**src/design/lsab_pkg.sv**
```systemverilog
// ----------------------------------------------------------------------------
// Letterbox strip blender package
// Widths, register codes, payload and table types shared by the block.
// ----------------------------------------------------------------------------
package lsab_pkg;

   localparam int MAX_DIMENSION_DEF = 4096;

   // configuration port
   localparam int CSR_INDEX_W = 2;
   localparam int CSR_DATA_W  = 32;
   localparam int FRAME_DIM_W = 13;
   localparam int FRACTION_W  = 17;
   localparam int COLOUR_W    = 32;

   localparam logic [FRAME_DIM_W-1:0] WIDTH_RESET    = 13'd640;
   localparam logic [FRAME_DIM_W-1:0] HEIGHT_RESET   = 13'd480;
   localparam logic [FRACTION_W-1:0]  FRACTION_RESET = 17'd32768;
   localparam logic [COLOUR_W-1:0]    COLOUR_RESET   = 32'hFF00_0000;

   typedef enum logic [CSR_INDEX_W-1:0] {
      CSR_FRAME_WIDTH,
      CSR_FRAME_HEIGHT,
      CSR_STRIP_FRACTION,
      CSR_STRIP_COLOUR
   } csr_index_type;

   // pixel format
   localparam int PIXEL_W   = 32;
   localparam int CHANNEL_W = 8;
   localparam int CHANNELS  = 3;

   // weight tables
   localparam int WEIGHT_W    = 17;
   localparam int ALPHA_W     = 8;
   localparam int ENTRY_COUNT = 256;
   localparam int ENTRY_AW    = $clog2(ENTRY_COUNT);
   localparam int PRODUCT_W   = CHANNEL_W + WEIGHT_W;

   typedef struct packed {
      logic [WEIGHT_W-1:0] strip_weight;
      logic [WEIGHT_W-1:0] pixel_weight;
      logic [ALPHA_W-1:0]  alpha_out;
   } weight_entry_type;

   // table rebuild divider
   localparam int DIVIDEND_W = 32;
   localparam int DIVISOR_W  = 16;
   localparam int QUOT_W     = 17;

   // a/255 as (a * 32897) >> 23, exact for a up to 65025
   localparam int                   ALPHA_RECIP_W = 16;
   localparam logic [ALPHA_RECIP_W-1:0] ALPHA_RECIP = 16'd32897;
   localparam int                   ALPHA_SHIFT   = 23;

   typedef struct packed {
      logic                  start;
      logic [DIVIDEND_W-1:0] dividend;
      logic [DIVISOR_W-1:0]  divisor;
   } div_req_type;

   typedef struct packed {
      logic              done;
      logic [QUOT_W-1:0] quotient;
   } div_rsp_type;

   typedef enum logic [1:0] {
      DIV_STRIP,
      DIV_PIXEL
   } div_sel_type;

   typedef enum logic [2:0] {
      ST_PREP,
      ST_LOAD,
      ST_DIV,
      ST_WRITE,
      ST_RUN
   } rebuild_state_type;

   // channel payloads
   typedef struct packed {
      logic [PIXEL_W-1:0] pixel_in;
      logic               frame_start;
   } req_payload_type;

   typedef struct packed {
      logic [PIXEL_W-1:0] pixel_out;
      logic               frame_last;
   } rsp_payload_type;

endpackage

```
**src/design/lsab_divider.sv**
```systemverilog
// ----------------------------------------------------------------------------
// Letterbox strip blender divider
// Restoring divider, one quotient bit per cycle, for the table rebuild.
// ----------------------------------------------------------------------------
module lsab_divider (
   input  logic                  clock,
   input  logic                  reset,
   input  lsab_pkg::div_req_type div_req,
   output lsab_pkg::div_rsp_type div_rsp
);

   localparam int STEP_W = $clog2(lsab_pkg::QUOT_W + 1);

   logic [lsab_pkg::DIVISOR_W-1:0] rem_ff;
   logic [lsab_pkg::DIVISOR_W-1:0] rem_in;
   logic [lsab_pkg::DIVISOR_W-1:0] divisor_ff;
   logic [lsab_pkg::QUOT_W-1:0]    q_ff;
   logic [STEP_W-1:0]              cnt_ff;
   logic                           done_ff;
   logic [lsab_pkg::DIVISOR_W:0]   trial;
   logic [lsab_pkg::DIVISOR_W:0]   diff;
   logic                           ge;
   logic                           busy;

   assign busy = (cnt_ff != '0);

   // one restoring step: shift in the next dividend bit, try to subtract
   always_comb begin
      trial  = {rem_ff, q_ff[lsab_pkg::QUOT_W-1]};
      diff   = trial - {1'b0, divisor_ff};
      ge     = (trial >= {1'b0, divisor_ff});
      rem_in = ge ? diff[lsab_pkg::DIVISOR_W-1:0] : trial[lsab_pkg::DIVISOR_W-1:0];
   end

   // step counter and done pulse
   always_ff @(posedge clock) begin
      if (reset) begin
         cnt_ff  <= '0;
         done_ff <= 1'b0;
      end else if (div_req.start) begin
         cnt_ff  <= STEP_W'(lsab_pkg::QUOT_W);
         done_ff <= 1'b0;
      end else if (busy) begin
         cnt_ff  <= cnt_ff - STEP_W'(1);
         done_ff <= (cnt_ff == STEP_W'(1));
      end else begin
         done_ff <= 1'b0;
      end
   end

   // quotient below 2^QUOT_W, so the high dividend bits start below the divisor
   always_ff @(posedge clock) begin
      if (div_req.start) begin
         rem_ff     <= lsab_pkg::DIVISOR_W'(div_req.dividend >> lsab_pkg::QUOT_W);
         q_ff       <= div_req.dividend[lsab_pkg::QUOT_W-1:0];
         divisor_ff <= div_req.divisor;
      end else if (busy) begin
         rem_ff <= rem_in;
         q_ff   <= {q_ff[lsab_pkg::QUOT_W-2:0], ge};
      end
   end

   assign div_rsp.done     = done_ff;
   assign div_rsp.quotient = q_ff;

endmodule

```
**config.mk**
```make
export PLATFORM = sky130hd
export DESIGN_NAME = lsab_divider
export DESIGN_NICKNAME = d
export VERILOG_FILES = /design/src/design/lsab_pkg.sv /design/src/design/lsab_divider.sv
export SDC_FILE = /design/constraint.sdc
export NUM_CORES = 1
export LEC_CHECK = 0
export ABC_CLOCK_PERIOD_IN_PS = 6800
export BUFFER_PORTS_ARGS = -buffer_cell sky130_fd_sc_hd__buf_2
export CORE_MARGIN = 1.5
export CORE_UTILIZATION = 60
export CTS_CLUSTER_SIZE = 40
export DETAILED_ROUTE_END_ITERATION = 8
export PLACE_DENSITY = 0.86
export SYNTH_ARGS = -nofsm -noshare
export SYNTH_HDL_FRONTEND = slang
export SYNTH_SLANG_ARGS = --single-unit
```
**constraint.sdc**
```tcl
create_clock -name clock -period 6.8 [get_ports clock]
set_input_delay 1.36 -clock clock [delete_from_list [all_inputs] [get_ports clock]]
set_output_delay 1.36 -clock clock [all_outputs]
set_load 0.005 [all_outputs]
```
== After elaboration in Yosys (flattened, before gate mapping) ==
Cells that the tools add are included.

* Input port bits: 51
* Bits in registers: 55
* Output and inout bits: 18

* Reduce and logical (&&, ||, !) cells: 4
* Muxes and demuxes: 7
* $add $sub $neg: 2
* Bitwise operators: 1
* Magnitude comparators: 1
* Equal/unequal tests: 1

{| class="wikitable"
|+ Operators by type and width
! cell !! count
|-
| two-way mux 17 bit || 2
|-
| two-way mux 15 bit || 2
|-
| greater-or-equal comparator 17 x 16 -> 1 bit || 1
|-
| two-way mux 16 bit || 1
|-
| subtractor 16 bit || 1
|-
| two-way mux 5 bit || 2
|-
| equality test 5 x 1 -> 1 bit (second input constant) || 1
|-
| nonzero test 5 bit || 1
|-
| subtractor 5 x 1 -> 5 bit (second input constant) || 1
|-
| OR reduction 3 bit || 1
|-
| nonzero test 2 bit || 1
|-
| OR reduction 2 bit || 1
|-
| inverter 1 bit || 1
|}

== Longest topological paths before layout ==
* Depth after elaboration: 4
* Mapped depth: 10
* Gate-level depth less buffers: 10

== Least setup slack after synthesis ==
OpenSTA, ideal clock, no wires.

* Path kind: input-to-reg
* Start: input div_req[48] (netlist name)
* End: register q_ff[0] (netlist name), enable pin
* Setup time: 0.561 ns
* Cell stages on the path: 4
* Arrival: 2.731 ns
* Slack: 3.508 ns
* Cell sequence: clkbuf_1 -> clkinv_1 -> clkbuf_1 -> nand3_1

* Cells in the longest elaborated chain, start to end: 1

{| class="wikitable"
|+ Ends and longest elaborated chain
! item !! line !! text
|-
| from (decl) || lsab_divider.sv:8 || <nowiki>input lsab_pkg::div_req_type div_req,</nowiki>
|-
| nonzero test 2 bit (no source line) || n/a ||
|-
| to (signal assigned) || lsab_divider.sv:55 || <nowiki>q_ff <= div_req.dividend[lsab_pkg::QUOT_W-1:0];</nowiki>
|-
| to (signal assigned) || lsab_divider.sv:59 || <nowiki>q_ff <= {q_ff[lsab_pkg::QUOT_W-2:0], ge};</nowiki>
|-
| to (decl) || lsab_divider.sv:17 || <nowiki>logic [lsab_pkg::QUOT_W-1:0] q_ff;</nowiki>
|}

No other way between the ends.
A chain may end at the register's enable or synchronous reset.

== Worst setup path after layout ==
* Start: input div_req[48] (netlist name)
* End: register rem_ff[2] (netlist name), enable pin

* Cells in the longest elaborated chain, start to end: 1

{| class="wikitable"
|+ Ends and longest elaborated chain
! item !! line !! text
|-
| nonzero test 2 bit (no source line) || n/a ||
|-
| to (signal assigned) || lsab_divider.sv:54 || <nowiki>rem_ff <= lsab_pkg::DIVISOR_W'(div_req.dividend >> lsab_pkg::QUOT_W);</nowiki>
|-
| to (signal assigned) || lsab_divider.sv:58 || <nowiki>rem_ff <= rem_in;</nowiki>
|-
| to (decl) || lsab_divider.sv:14 || <nowiki>logic [lsab_pkg::DIVISOR_W-1:0] rem_ff;</nowiki>
|}

No other way between the ends.

==> metrics.md <==
| Metric | Value |
|---|---|
| Outcome | finished clean |
| Synth area leaders | edfxtp_1 42%, ha_1 6.9%, mux2_2 5.6% |
| MaxCap Viol Count | 0 |
| Fin crit period | 3370 ps |
| Total chip power | 1510 uW |
| Gpl congestion | 0.874 |
| Logic pwr share | 0.527 |
| Setup Skew | 8.21 ps |
| Reported net switching power | 632 uW |
| Syn Inst Count | roughly 310 |
| Initial antenna violation count | 0 |
| Clock Tree Buf Depth | 2 |
| Sequential area share after synthesis | 0.462 |
| Reg2Reg Depth | 10 |
| Post-CTS setup buffer count | 0 |
| Crit. End Element | flop |
| Hold Crit Start | cnt_ff[1] |
| RSZ-0062 raised after global routing | no |
| DR WL/cell | 16.5 um |
| # clock sinks | 55 |
| PortBufs | 68 |
| Clock power frac | 0.119 |
| Die width | 78.5 um |
| Startpoint types | input pin |
| Avg Cell Area, Syn | roughly 11 um2 |
| Met2 usage | 0.416 |
| Layout cell share with drive strength beyond 1 | 0.296 |
| Synthesized flop and latch total | 55 |
| Antenna Cells | 0 |
| Worst min-delay path category | reg -> reg |
| Drt drc | 0 |
| Initial core utilization | 0.622 |
| DP Worst Slack | roughly 3100 ps |
| Root Buffer | clkbuf_8 |
| CTS H-tree lvls | 2 |
| Slew @ Worst Pin | 718 ps |
| Final WS setup | 3430 ps |
| CTS tree | done |
| P&R area growth vs syn | 12.2% |
| Worst skew pair latency | around 310 ps |
| Count of final hold-check violations | 0 |
| Final period util | 0.495 |
| Power per cell area | 393 nW/um2 |
| Gr ovfl total | 0 |
| Top cell type by total area after synthesis | edfxtp_1 |
| Cell internal pwr | 876 uW |
| Worst Path Arrival | 3340 ps |
| Yosys top cell area share | 0.421 |
| Final-report max-slew violation count | 0 |
| Met1 Use GR | 0.342 |
| Critical path peak fanout | 59 |
| CP required | 6770 ps |
| EDFF count, synth | 48 |
| Layout net count | 438 |
| Reg2reg end | rem_ff[14] |
| DR pass1 iterations | 4 |
| Static Leak | 0.00161 uW |
| Sw Share | 0.419 |
| Post-synth net total | 378 |
| Critical path type | in -> reg |
| Inserted Clock Buffers | 5 |
| Synthesized area | 3420 um2 |
| Via count | 2628 |
| First-pass GRT wire length | 12.3 mm |
| Vias in the first global route | about 2.6k |
| Slew headroom | 0.520 |
| Reg2Reg Setup Slack | 4060 ps |
| CP startpoint | div_req[48] |
| Busiest grt layer | met2 |
| Largest net degree at the start of global routing | 60 |
| Fill cells | roughly 400 |
| Fmax | 297 MHz |
| Worst R2R Start | q_ff[16] |
| FFs w/ async S/R, synth | 0 |
| Gr usage total | 0.255 |
| DRT iter0 DRCs | 205 |
| Synth Warn # | 0 |
| I/O Pins | 69 |
| Hold Crit Depth | 2 |
| GR Layer Usage met3 | 0.0547 |
| Sequential cell fraction of total power | 0.354 |
| Drt via density | 5.97 |
| Fin Setup TNS | 0 ps |
| Post-DP HPWL | about 5.3 mm |
| Die Y | approximately 80 um |
| CTS Hold Bufs | 0 |
| Final Setup Violations | 0 |
| Peak supply drop | between 200 and 250 uV |
| Final ANT Viol Nets | 0 |
| Clock transition at the registers of the reported paths | 90 ps |
| Hold Path End | cnt_ff[1] |
| Die area | between 6000 and 7000 um2 |
| Number of gates resized after cts | 0 |
| Unique masters post-synth | 59 |
| Core Area | 5510 um2 |
| Main synth FF type | edfxtp_1 |
| # rows | 27 |
| Final wirelength | 7.25 mm |
-- Yosys cell counts (2+ instances only) --
master     number
a211o_1         3
a211oi_1        2
a21o_1          6
a21oi_1        22
a2bb2oi_1       6
a311oi_1        2
a31oi_1         6
and4_1          2
buf_2           4
buf_6           6
clkbuf_1        6
dfxtp_1         7
edfxtp_1       48
ha_1           19
inv_1          26
mux2_2         17
nand2_1        20
nand2b_1        3
nand3_1         2
nand4_1         5
nor2_1         16
nor3_1          5
o2111ai_1       2
o211ai_1        2
o21a_1          5
o21ai_0         5
o21ai_1        11
o311ai_1        5
o31ai_1         2
or3_1           2
xnor2_1         8
xor2_1          5
-- logic make-up after synthesis --
group                      after synthesis  synth area share
xor gates and xnor gates                13            0.0333
DFF                                     55             0.462
and+or+nand+nor                         62            0.0928
muxes                                   17            0.0559
adders and majority gates               20            0.0753
AOI/OAI and AO/OA                       96             0.217
buffers and inverters                   44            0.0640
-- power groups by stage --
stage                     sequential [uW]  clock [uW]  combinational, uW
after floorplan                       524           0                643
after global placement                537           0                763
after detailed placement              538           0                778
after CTS                             532         182                784
after global routing                  544         194                870
final                                 534         179                794
-- per-stage QoR --
stage,hold WS [ps],instance area [um2],utilization,instances
2_1_floorplan,486,3420,-,307
3_3_place_gp,511,3750,0.681,432
3_5_place_dp,521,3750,0.681,432
4_1_cts,535,3840,0.697,440
5_1_grt,604,3840,0.697,440
6_report,529,3840,0.697,440
-- state kept, by name, summed over array words and instances, names as in the netlist --
name        count
divisor_ff     16
cnt_ff          5
rem_ff         16
q_ff           17
done_ff         1
-- metal layers --
metal  up-vias  routed length, um  share of wire
met4         0                120          0.017
li1       1278                  -              -
met3        11                487          0.067
met5         -                  0              0
met1      1234               3170           0.44
met2       105               3470           0.48
-- critical path, cell delays in order --
cell	delay (ps)
buf_2	80
buf_4	520
clkinv_1	670
nand3_1	270
buf_4	400
-- cells in the final DEF (no fill, tap or decap), drive strengths merged, types with 3 or more instances in the layout --
cell type,instances
xor2,5
clkbuf,5
ha,19
o311ai,5
a211o,3
buf,70
a2bb2oi,6
nand2,22
a21oi,24
xnor2,8
o21ai,16
nand2b,3
inv,26
o211ai,3
o31ai,3
dfxtp,7
nand4,5
nor2,16
mux2,17
a21o,7
o21a,6
a31oi,7
nor3,5
edfxtp,48
-- layout make-up --
cell class	instances	area (um2)	area share
clock inverter	3	20.0	0.00521
multi-input combinational	208	1620	0.423
timing repair buffer	70	355	0.0925
sequential	55	1580	0.412
clock buffer	5	68.8	0.0179
inverter	27	101	0.0264
tap	72	90.1	0.0235
-- worst max-delay path by stage --
stage	to	cells past startpoint
final	rem_ff[2]	5
after global routing	rem_ff[1]	5
after CTS	rem_ff[1]	5
after detailed placement	q_ff[3]	5
after global placement	q_ff[2]	5
after floorplan	q_ff[0]	4
(Power assumes the default switching activity.)
